===== config.mk =====
export PLATFORM = sky130hd
export DESIGN_NAME = base64_stream_decoder
export DESIGN_NICKNAME = d
export VERILOG_FILES = /design/src/b64d_pkg.sv /design/src/b64d_front.sv /design/src/b64d_fifo.sv /design/src/b64d_back.sv /design/src/base64_stream_decoder.sv
export SDC_FILE = /design/constraint.sdc
export NUM_CORES = 1
export LEC_CHECK = 0
export ABC_AREA = 0
export CORE_MARGIN = 2
export CORE_UTILIZATION = 50
export CTS_CLUSTER_DIAMETER = 100
export CTS_CLUSTER_SIZE = 12
export DETAILED_ROUTE_END_ITERATION = 10
export DONT_BUFFER_PORTS = 1
export GPL_TIMING_DRIVEN = 0
export PLACE_DENSITY = 0.75
export SETUP_SLACK_MARGIN = 0.2
export SLEW_MARGIN = 10
export SYNTH_ARGS = -nofsm -noshare
export SYNTH_HDL_FRONTEND = slang
export SYNTH_SLANG_ARGS = --single-unit
export TNS_END_PERCENT = 50

===== constraint.sdc =====
create_clock -name i_clk -period 6.6 [get_ports i_clk]
set_input_delay 0.99 -clock i_clk [delete_from_list [all_inputs] [get_ports i_clk]]
set_output_delay 0.99 -clock i_clk [all_outputs]
set_load 0.05 [all_outputs]

===== src/b64d_pkg.sv =====
// ----------------------------------------------------------------------------
// b64d_pkg
// Shared types, character codes and helpers for the base64 stream decoder.
// ----------------------------------------------------------------------------
package b64d_pkg;

    localparam int JOB_DEPTH_DEF = 4;

    localparam logic [7:0] CHAR_NUL   = 8'h00;
    localparam logic [7:0] CHAR_PAD   = 8'h3D;  // '='
    localparam logic [7:0] CHAR_PLUS  = 8'h2B;  // '+'
    localparam logic [7:0] CHAR_MINUS = 8'h2D;  // '-'
    localparam logic [7:0] CHAR_SLASH = 8'h2F;  // '/'
    localparam logic [7:0] CHAR_UNDER = 8'h5F;  // '_'
    localparam logic [7:0] CHAR_UC_A  = 8'h41;
    localparam logic [7:0] CHAR_UC_Z  = 8'h5A;
    localparam logic [7:0] CHAR_LC_A  = 8'h61;
    localparam logic [7:0] CHAR_LC_Z  = 8'h7A;
    localparam logic [7:0] CHAR_DIG_0 = 8'h30;
    localparam logic [7:0] CHAR_DIG_9 = 8'h39;

    localparam logic [5:0] SEXTET_62 = 6'd62;
    localparam logic [5:0] SEXTET_63 = 6'd63;

    // Work handed from the front to the back: up to three bytes, then an
    // optional end-of-text status.
    typedef struct packed {
        logic [7:0] data0;
        logic [7:0] data1;
        logic [7:0] data2;
        logic [1:0] byte_cnt;
        logic       has_status;
        logic       bad;
    } t_job;

    // Bit 6 set when the character belongs to either alphabet or is a pad.
    function automatic logic [6:0] f_sextet(input logic [7:0] c);
        logic [6:0] r;
        r = 7'd0;
        if (c >= CHAR_UC_A && c <= CHAR_UC_Z) begin
            r = {1'b1, 6'(c - CHAR_UC_A)};
        end else if (c >= CHAR_LC_A && c <= CHAR_LC_Z) begin
            r = {1'b1, 6'(c - CHAR_LC_A + 8'd26)};
        end else if (c >= CHAR_DIG_0 && c <= CHAR_DIG_9) begin
            r = {1'b1, 6'(c - CHAR_DIG_0 + 8'd52)};
        end else if (c == CHAR_PLUS || c == CHAR_MINUS) begin
            r = {1'b1, SEXTET_62};
        end else if (c == CHAR_SLASH || c == CHAR_UNDER) begin
            r = {1'b1, SEXTET_63};
        end else if (c == CHAR_PAD) begin
            r = {1'b1, 6'd0};
        end
        return r;
    endfunction

    // Bytes produced by a quartet holding the given number of pads.
    function automatic logic [1:0] f_quartet_cnt(input logic [3:0] pads);
        logic [1:0] r;
        if (pads == 4'd0) begin
            r = 2'd3;
        end else if (pads == 4'd1) begin
            r = 2'd2;
        end else begin
            r = 2'd1;
        end
        return r;
    endfunction

endpackage


===== src/b64d_front.sv =====
// ----------------------------------------------------------------------------
// b64d_front
// Classifies each text byte, gathers sextets into quartets and posts
// decode jobs (bytes and end status) to the job queue.
// ----------------------------------------------------------------------------
module b64d_front
    import b64d_pkg::*;
(
    input  logic       i_clk,
    input  logic       i_rst_n,
    input  logic       i_valid,
    input  logic [7:0] i_text,
    input  logic       i_final,
    input  logic       i_room,
    output logic       o_ready,
    output logic       o_push,
    output t_job       o_job
);

    logic [5:0] r_hold [3];
    logic [5:0] n_hold [3];
    logic [1:0] r_fill, n_fill;
    logic [2:0] r_pad, n_pad;
    logic [1:0] r_vcnt, n_vcnt;
    logic       r_any, n_any;
    logic       r_stopped, n_stopped;
    logic       r_ended, n_ended;

    logic       acc;
    logic       ended;
    logic [6:0] sx;
    logic [5:0] s2;
    logic [3:0] pads;

    assign o_ready = i_room;
    assign acc     = i_valid & i_room;

    always_comb begin
        n_hold    = r_hold;
        n_fill    = r_fill;
        n_pad     = r_pad;
        n_vcnt    = r_vcnt;
        n_any     = r_any;
        n_stopped = r_stopped;
        n_ended   = r_ended;
        o_job     = '0;
        o_push    = 1'b0;
        ended     = r_ended | (i_text == CHAR_NUL);
        sx        = f_sextet(i_text);
        s2        = 6'd0;
        pads      = 4'd0;
        if (acc) begin
            n_ended = ended;
            if (!ended && sx[6]) begin
                n_vcnt = r_vcnt + 2'd1;
                n_any  = 1'b1;
                if (!r_stopped) begin
                    if (i_text == CHAR_PAD && r_pad < 3'd4) begin
                        n_pad = r_pad + 3'd1;
                    end
                    unique case (r_fill)
                        2'd0: begin
                            n_hold[0] = sx[5:0];
                            n_fill    = 2'd1;
                        end
                        2'd1: begin
                            n_hold[1] = sx[5:0];
                            n_fill    = 2'd2;
                        end
                        2'd2: begin
                            n_hold[2] = sx[5:0];
                            n_fill    = 2'd3;
                        end
                        default: begin
                            o_job.data0    = {r_hold[0], r_hold[1][5:4]};
                            o_job.data1    = {r_hold[1][3:0], r_hold[2][5:2]};
                            o_job.data2    = {r_hold[2][1:0], sx[5:0]};
                            o_job.byte_cnt = f_quartet_cnt({1'b0, n_pad});
                            o_push         = 1'b1;
                            if (n_pad != 3'd0) begin
                                n_stopped = 1'b1;
                            end
                            n_fill = 2'd0;
                            n_pad  = 3'd0;
                            n_hold = '{default: 6'd0};
                        end
                    endcase
                end
            end
            if (i_final) begin
                // partial quartet of two or three characters: flush as padded
                if (!n_stopped && n_fill >= 2'd2) begin
                    s2   = (n_fill == 2'd3) ? n_hold[2] : 6'd0;
                    pads = {1'b0, n_pad} + 4'd4 - {2'b00, n_fill};
                    o_job.data0    = {n_hold[0], n_hold[1][5:4]};
                    o_job.data1    = {n_hold[1][3:0], s2[5:2]};
                    o_job.data2    = {s2[1:0], 6'd0};
                    o_job.byte_cnt = f_quartet_cnt(pads);
                end
                o_job.has_status = 1'b1;
                o_job.bad        = !n_any || (n_vcnt == 2'd1);
                o_push           = 1'b1;
                n_hold    = '{default: 6'd0};
                n_fill    = 2'd0;
                n_pad     = 3'd0;
                n_vcnt    = 2'd0;
                n_any     = 1'b0;
                n_stopped = 1'b0;
                n_ended   = 1'b0;
            end
        end
    end

    always_ff @(posedge i_clk) begin
        if (!i_rst_n) begin
            r_hold    <= '{default: 6'd0};
            r_fill    <= 2'd0;
            r_pad     <= 3'd0;
            r_vcnt    <= 2'd0;
            r_any     <= 1'b0;
            r_stopped <= 1'b0;
            r_ended   <= 1'b0;
        end else begin
            r_hold    <= n_hold;
            r_fill    <= n_fill;
            r_pad     <= n_pad;
            r_vcnt    <= n_vcnt;
            r_any     <= n_any;
            r_stopped <= n_stopped;
            r_ended   <= n_ended;
        end
    end

    a_stopped_empty: assert property (@(posedge i_clk) disable iff (!i_rst_n)
        r_stopped |-> (r_fill == 2'd0 && r_pad == 3'd0))
        else $error("quartet state not cleared after decode stop");

    a_pad_le_fill: assert property (@(posedge i_clk) disable iff (!i_rst_n)
        r_pad <= {1'b0, r_fill})
        else $error("pad count exceeds quartet fill");

endmodule


===== src/b64d_fifo.sv =====
// ----------------------------------------------------------------------------
// b64d_fifo
// Short job queue between the front and the back.
// ----------------------------------------------------------------------------
module b64d_fifo
    import b64d_pkg::*;
#(
    parameter int DEPTH = JOB_DEPTH_DEF
) (
    input  logic i_clk,
    input  logic i_rst_n,
    input  logic i_push,
    input  t_job i_job,
    input  logic i_pop,
    output t_job o_job,
    output logic o_empty,
    output logic o_room
);

    localparam int PW = (DEPTH > 1) ? $clog2(DEPTH) : 1;
    localparam int CW = $clog2(DEPTH + 1);

    t_job            r_mem [DEPTH];
    logic [PW-1:0]   r_wr, n_wr;
    logic [PW-1:0]   r_rd, n_rd;
    logic [CW-1:0]   r_cnt, n_cnt;

    assign o_job   = r_mem[r_rd];
    assign o_empty = (r_cnt == CW'(0));
    assign o_room  = (r_cnt != CW'(DEPTH));

    always_comb begin
        n_wr  = r_wr;
        n_rd  = r_rd;
        n_cnt = r_cnt;
        if (i_push) begin
            n_wr = (r_wr == PW'(DEPTH - 1)) ? PW'(0) : r_wr + PW'(1);
        end
        if (i_pop) begin
            n_rd = (r_rd == PW'(DEPTH - 1)) ? PW'(0) : r_rd + PW'(1);
        end
        if (i_push && !i_pop) begin
            n_cnt = r_cnt + CW'(1);
        end else if (i_pop && !i_push) begin
            n_cnt = r_cnt - CW'(1);
        end
    end

    always_ff @(posedge i_clk) begin
        if (i_push) begin
            r_mem[r_wr] <= i_job;
        end
    end

    always_ff @(posedge i_clk) begin
        if (!i_rst_n) begin
            r_wr  <= '0;
            r_rd  <= '0;
            r_cnt <= '0;
        end else begin
            r_wr  <= n_wr;
            r_rd  <= n_rd;
            r_cnt <= n_cnt;
        end
    end

    a_no_overflow: assert property (@(posedge i_clk) disable iff (!i_rst_n)
        i_push |-> o_room)
        else $error("job queue overflow");

    a_no_underflow: assert property (@(posedge i_clk) disable iff (!i_rst_n)
        i_pop |-> !o_empty)
        else $error("job queue underflow");

endmodule


===== src/b64d_back.sv =====
// ----------------------------------------------------------------------------
// b64d_back
// Takes jobs from the queue and plays them out as one result word per
// cycle while the receiver is ready: the decoded bytes, then the end status if the job has one.
// ----------------------------------------------------------------------------
module b64d_back
    import b64d_pkg::*;
(
    input  logic       i_clk,
    input  logic       i_rst_n,
    input  t_job       i_job,
    input  logic       i_empty,
    output logic       o_pop,
    output logic       o_valid,
    input  logic       i_ready,
    output logic [7:0] o_data,
    output logic       o_carries,
    output logic       o_eot,
    output logic       o_bad,
    output logic       o_last
);

    t_job       r_cur;
    logic       r_busy, n_busy;
    logic [1:0] r_idx, n_idx;
    logic [2:0] total;
    logic       fire;
    logic       is_byte;

    assign total   = {1'b0, r_cur.byte_cnt} + {2'b00, r_cur.has_status};
    assign o_last  = ({1'b0, r_idx} == total - 3'd1);
    assign fire    = r_busy & i_ready;
    assign o_valid = r_busy;
    assign o_pop   = !i_empty && (!r_busy || (fire && o_last));
    assign is_byte = (r_idx < r_cur.byte_cnt);

    always_comb begin
        unique case (r_idx)
            2'd0:    o_data = r_cur.data0;
            2'd1:    o_data = r_cur.data1;
            default: o_data = r_cur.data2;
        endcase
        if (!is_byte) begin
            o_data = 8'd0;
        end
    end

    assign o_carries = is_byte;
    assign o_eot     = !is_byte;
    assign o_bad     = !is_byte & r_cur.bad;

    always_comb begin
        n_busy = r_busy;
        n_idx  = r_idx;
        if (o_pop) begin
            n_busy = 1'b1;
            n_idx  = 2'd0;
        end else if (fire) begin
            if (o_last) begin
                n_busy = 1'b0;
                n_idx  = 2'd0;
            end else begin
                n_idx = r_idx + 2'd1;
            end
        end
    end

    always_ff @(posedge i_clk) begin
        if (o_pop) begin
            r_cur <= i_job;
        end
    end

    always_ff @(posedge i_clk) begin
        if (!i_rst_n) begin
            r_busy <= 1'b0;
            r_idx  <= 2'd0;
        end else begin
            r_busy <= n_busy;
            r_idx  <= n_idx;
        end
    end

    a_idx_in_job: assert property (@(posedge i_clk) disable iff (!i_rst_n)
        r_busy |-> ({1'b0, r_idx} < total))
        else $error("result index beyond job length");

endmodule


===== src/base64_stream_decoder.sv =====
// ----------------------------------------------------------------------------
// base64_stream_decoder
// Base64 text to byte stream decoder, standard and URL alphabets.
// ----------------------------------------------------------------------------
// Input channel s_axis: one text character per word in tdata, tlast on the
// last character of a text. Output channel m_axis: one result per word;
// tdata is the decoded byte, tuser flags the kind of word, tlast marks the
// last result caused by one input character.
// A closing status word (end flag set, no byte) follows the last character;
// its bad-length flag asks the receiver to drop the bytes of that text.
// Throughput: one character per cycle while the job queue has room; a quartet
// yields up to three byte words, played out in turn on the single output port.
// The job of a character is written into the job queue, then loaded into the
// result register of the back stage, from which its results are shown.
// A short job queue between front and back absorbs bursts; s_axis_tready
// drops only when that queue is full, e.g. while m_axis is stalled.
// Reset clears all decode state and the queue; no result is pending after.
// ----------------------------------------------------------------------------
module base64_stream_decoder
    import b64d_pkg::*;
#(
    parameter int JOB_DEPTH = JOB_DEPTH_DEF
) (
    input  logic       i_clk,
    input  logic       i_rst_n,
    input  logic       s_axis_tvalid,
    output logic       s_axis_tready,
    input  logic [7:0] s_axis_tdata,   // [7:0] text_byte
    input  logic       s_axis_tlast,   // final_char
    output logic       m_axis_tvalid,
    input  logic       m_axis_tready,
    output logic [7:0] m_axis_tdata,   // [7:0] data_byte
    output logic [2:0] m_axis_tuser,   // [0] carries_byte [1] end_of_text [2] bad_length
    output logic       m_axis_tlast    // run_end
);

    logic push;
    logic pop;
    logic empty;
    logic room;
    t_job job_in;
    t_job job_out;

    b64d_front u_front (
        .i_clk   (i_clk),
        .i_rst_n (i_rst_n),
        .i_valid (s_axis_tvalid),
        .i_text  (s_axis_tdata),
        .i_final (s_axis_tlast),
        .i_room  (room),
        .o_ready (s_axis_tready),
        .o_push  (push),
        .o_job   (job_in)
    );

    b64d_fifo #(
        .DEPTH (JOB_DEPTH)
    ) u_fifo (
        .i_clk   (i_clk),
        .i_rst_n (i_rst_n),
        .i_push  (push),
        .i_job   (job_in),
        .i_pop   (pop),
        .o_job   (job_out),
        .o_empty (empty),
        .o_room  (room)
    );

    b64d_back u_back (
        .i_clk     (i_clk),
        .i_rst_n   (i_rst_n),
        .i_job     (job_out),
        .i_empty   (empty),
        .o_pop     (pop),
        .o_valid   (m_axis_tvalid),
        .i_ready   (m_axis_tready),
        .o_data    (m_axis_tdata),
        .o_carries (m_axis_tuser[0]),
        .o_eot     (m_axis_tuser[1]),
        .o_bad     (m_axis_tuser[2]),
        .o_last    (m_axis_tlast)
    );

endmodule


* Yosys cells after proc, flatten, opt, wreduce, memory -nomap -nowiden *
Memories as Yosys holds them, arrays and structs flattened. A register that Yosys moved wholly into a read port is not among the register bits.
Index checks and enable logic that the tools add are counted.

operators by class
  $add $sub $neg = 16
  magnitude comparators = 9
  eq/ne operators = 16
  multiplexer cells = 67
  bitwise logic cells = 5
  reduce and logical (&&, ||, !) cells = 38

operators with widths
  operator                                              number
  2-to-1 mux 26 bit                                     4
  2-to-1 mux 28 bit                                     2
  2-to-1 mux 18 bit                                     3
  2-to-1 mux 7 bit                                      6
  case mux 6 bit (2 select lines)                       3
  2-to-1 mux 3 bit                                      11
  equality test 8 x 6 -> 1 bit (second input constant)  4
  2-to-1 mux 2 bit                                      14
  2-to-1 mux 1 bit                                      20
  >= comparator 8 x 7 -> 1 bit (second input constant)  2
  <= comparator 8 x 7 -> 1 bit (second input constant)  2
  case mux 8 bit (2 select lines)                       1
  subtractor 6 bit (second input constant)              2
  logical AND 1 bit                                     10
  adder 2 x 1 -> 2 bit (second input constant)          4
  equality test 2 bit (second input constant)           4
  equality test 8 x 7 -> 1 bit (second input constant)  1
  >= comparator 8 x 6 -> 1 bit (second input constant)  1
  <= comparator 8 x 6 -> 1 bit (second input constant)  1
  zero test 1 bit                                       8
  zero test 8 bit                                       1
  2-to-1 mux 8 bit                                      1
  OR reduction 2 bit                                    4
  adder 3 x 1 -> 3 bit (second input constant)          2
  other kinds (28)                                      40

storage, ports and cells
  register bits after elaboration = 38
  RAM bits = 112
  output and inout bits = 14
  word-level logic and storage cells = 166
  memories kept = 1

memories
  name          depth  bits a word  rd ports  clocked after Yosys merged registers in  write ports  line             RTL
  u_fifo.r_mem  4      28           1         1                                        1            b64d_fifo.sv:23  t_job r_mem [DEPTH];

* Depth between registers and ports, before layout *
  depth in word-level cells = 22
  depth in mapped cells = 16
  gate-level depth less buffers = 15

* Cells and area by module *
From an unflattened synthesis, not the netlist that was laid out.

unflattened totals
  cells, all modules = 614
  area total of the unflattened synthesis = 8489.4 µm²

modules (own cells, without submodules)
  module      times used  cells an instance  area an instance (µm²)  sequential area each (µm²)
  b64d_fifo   1           191                4548.1                  3543.4
  b64d_front  1           331                2666.3                  560.5
  b64d_back   1           92                 1275.0                  900.9

* Worst setup path before layout *
No wires, ideal clock.

  kind = in2reg
  start = input s_axis_tdata[2]
  end = memory u_fifo.r_mem[0][2] in the netlist's numbering (data pin)
  setup time = 278 ps
  arrival = 4460 ps
  slack = 1862 ps
  stages on the path = 15
  buffers on the path = 1
  cells stage by stage = clkbuf_1 inv_1 ha_1 nor2b_1 o211ai_1 a31oi_4 a211oi_2 o21ai_1 a32o_1 ha_1 ha_1 fa_1 or3_1 nor2_1 o22ai_1

RTL lines
  what                line                         RTL
  start: declaration  base64_stream_decoder.sv:28  input logic [7:0] s_axis_tdata,
  end: declaration    b64d_fifo.sv:23

==> results summary <==
The count of standard-cell rows is 47. The count of unique library cells instantiated by Yosys is 76. The core outline area is 0.01641 mm². For this run, the detailed router's first-pass iteration total came to 7. The number of antenna diodes in the final layout is 0. The sum of overflow across all layers after global routing is 0. The total via count after detailed routing came out at 5217.

The number of vias per cell after detailed routing came out at 6.095. The highest clock rate came out at 204.1 MHz. The total length of routed wires came out at 18060 µm. The width of the chip came out at 133.0 µm. Synthesis inferred 178 register bits.

The initial antenna violation count came out at 0. The share of synthesized registers carrying an async set or reset came out at 0%. The number of CTS-inserted buffers is 17. The Yosys step of the flow raised 0 warnings. The area of the die is 0.01768 mm². The number of hold violations in the final report came out at 0. The library cell used most frequently in the layout, excluding fill and tap cells, is edfxtp_1.

The clock-pin slew on the worst setup and hold paths came out at 0.07 ns. The critical path in this run is classified as input pin to register. The count of nets after finishing came out at 666. The maximum fanout encountered on the critical timing path is 9. The slew at the pin closest to its max-slew limit is 1.070 ns.

The library cell used as clock root buffer is clkbuf_16. The post-route DRC violation count came out at 0. The worst path meets setup with 1.701 ns of slack. The sort of element at the start of the critical path is an input pin. The congestion estimate from routability-driven global placement came to 0.8971. The insertion delay to the later sink of the worst-skew pair is 0.44 ns. The pin count of the biggest net entering global routing is 29. The count of input and output buffers came out at 0. After synthesis, flip-flops and latches occupy 59.71% of the total area.

Averaged over all synthesized cells, the footprint is 13.79 µm². The kind of end point of the critical path is a register. The count of flip-flops with a built-in enable after synthesis came out at 140. The max capacitance violation total came out at 0. The HPWL after detailed placement is 12400 µm. The leading register cell type out of synthesis is edfxtp_1. The flow ran to the end, and the final reports show no timing, DRC or antenna violations. The total of cells resized after clock tree synthesis is 0.

The post-synthesis cell type with the largest combined area is edfxtp_1. The static leakage power is 0.002993 µW. The clock period minus worst slack came out at 4.899 ns. After routing, the total negative slack on setup checks comes to 0 ns. The post-CTS setup-driven buffer insertion count came out at 0. Counting every net in the synthesized netlist gives 646. The final clock skew came out at 0.009070 ns. The via count of the first global-routing pass is 5312. The H-tree generated during clock tree synthesis spans 4 levels. The required time at the endpoint of the critical path is 6.74 ns. The initial core utilization is 50.67%. The share of final-layout standard cells stronger than drive strength 1 is 14.62%. The die is 133.0 µm tall.

Setup repair after global routing left no endpoint under its margin. The pre-CTS setup slack came out at 1.299 ns. Across every metal layer, demand over resource in global routing totals 21.72%.

After synthesis, the cell types taking the most area are edfxtp_1 (51%), dfxtp_1 (9.1%), mux4_2 (7.6%), ha_1 (4.2%), o2bb2ai_1 (2.4%). In the final routed layout, each cell accounts on average for 21.10 µm. The worst endpoint data arrival time is 5.04 ns. The headroom to the max-slew limit is 28.58%.

In this run the deepest clock path goes through 2 buffers. The maximum resistive drop on vdd came out at 0.0002930 V. The worst hold path belongs to the class register to register. Synthesis produced 603 cells. The remaining antenna violation count is 0. The setup violation total in the final timing report came out at 0. The first-pass GRT wire length is 29030 µm. Summing every instance area after synthesis gives 0.008314 mm².

CTS saw 178 sinks. The detailed router finished its first iteration with 482 violations. The top cell types in the final layout, fill and taps aside, are edfxtp_1 (140), nor2_1 (39), dfxtp_1 (38), nand2_1 (33). The area growth from synthesis to final layout came out at 10.88%. The total I/O pin count came out at 27. The max-slew violation count came out at 0. The worst path uses 74.23% of the clock period. The power per cell area is 362.0 mW/mm². TritonCTS built the clock tree. The share of the synthesized area in the top cell type is 50.56%. The number of hold buffers added after CTS was 0.
final timing paths:
check	startpoint	end	slack [ns]	cells past startpoint
setup reg to reg	u_front.r_ended	u_fifo.r_mem[0][2]	3.12	10
hold / removal	u_front.r_hold[9]	u_front.r_hold[9]	0.47	1
hold reg to reg	u_front.r_hold[9]	u_front.r_hold[9]	0.47	1
setup / recovery	s_axis_tdata[2]	u_fifo.r_mem[0][2]	1.70	15
flip-flops by register name (all words and copies together) (netlist names):
register           cells
u_fifo.r_mem         112
u_back.r_cur          28
u_fifo.r_cnt           3
u_fifo.r_wr            2
u_fifo.r_rd            2
u_front.r_fill         2
u_front.r_hold        18
u_front.r_stopped      1
u_back.o_valid         1
u_front.r_vcnt         2
u_front.r_pad          3
u_front.r_any          1
u_front.r_ended        1
u_back.r_idx           2
report_power, final:
part	total [µW]	internal (µW)	switching (µW)	leakage, µW
clock network	1030	575	453	0.000294
registers	1450	1390	62.3	0.00160
logic	855	265	590	0.00110
total	3340	2230	1110	0.00299
metal layers:
layer / routed length [µm] / GRT usage, % / vias up
met3: 1007 / 4.904 / 24
met2: 9279 / 37.51 / 179
li1: - / - / 2384
met4: 298 / 6.691 / 0
met5: 0 / 0 / -
met1: 7475 / 27.44 / 2630
cell usage after synthesis (7+ instances only):
library cell / number
a21oi_1: 18
a22oi_1: 22
and2_1: 12
clkbuf_1: 15
dfxtp_1: 38
edfxtp_1: 140
ha_1: 28
inv_1: 25
mux2i_1: 7
mux4_2: 28
nand2_1: 33
nand3_1: 11
nor2_1: 39
nor2b_1: 17
nor3_1: 8
o21ai_0: 13
o2bb2ai_1: 23
xnor2_1: 7
logic make-up (layout without fill, tap and decap cells):
kind of cell	after synthesis	count (layout)	share of synthesized area (%)
flops	178	178	59.71
xor+xnor	8	8	0.8428
mux	36	36	8.563
fa+ha+maj	30	30	4.695
simple gates	155	155	9.767
buf+inv	53	86	2.588
compound gates	143	143	13.83
worst max-delay path: stages:
cell      delay [ns]
clkbuf_1        0.33
inv_1           0.19
ha_1            0.29
nor2b_1         0.16
o211ai_1        0.32
a31oi_4         0.24
a211oi_2        0.50
o21ai_1         0.17
a32o_1          0.24
ha_1            0.29
ha_1            0.21
fa_1            0.43
or3_1           0.41
nor2_1          0.13
o22ai_1         0.16
area by class of cell:
type	instances	area (µm²)
Timing Repair Buffer	1	7.507
Multi-Input combinational cell	372	3144
Buffer	28	121.4
Fill cell	1277	7188
Tap cell	220	275.3
Clock inverter	15	186.4
Clock buffer	17	425.4
Sequential cell	178	4965
Inverter	25	93.84
metrics by stage:
stage	instances	hold WS (ns)	util, %	area (µm²)	total power [µW]
global placement	823	0.4459	52.35	8589	2290
CTS	856	0.4711	56.19	9219	3357
finish	856	0.4727	56.19	9219	3337
floorplan	603	0.4327	-	8314	2150
detailed placement	824	0.4476	52.46	8607	2335
global route	856	0.4884	56.19	9219	3476
No activity file was read; power rests on OpenSTA's default activity.
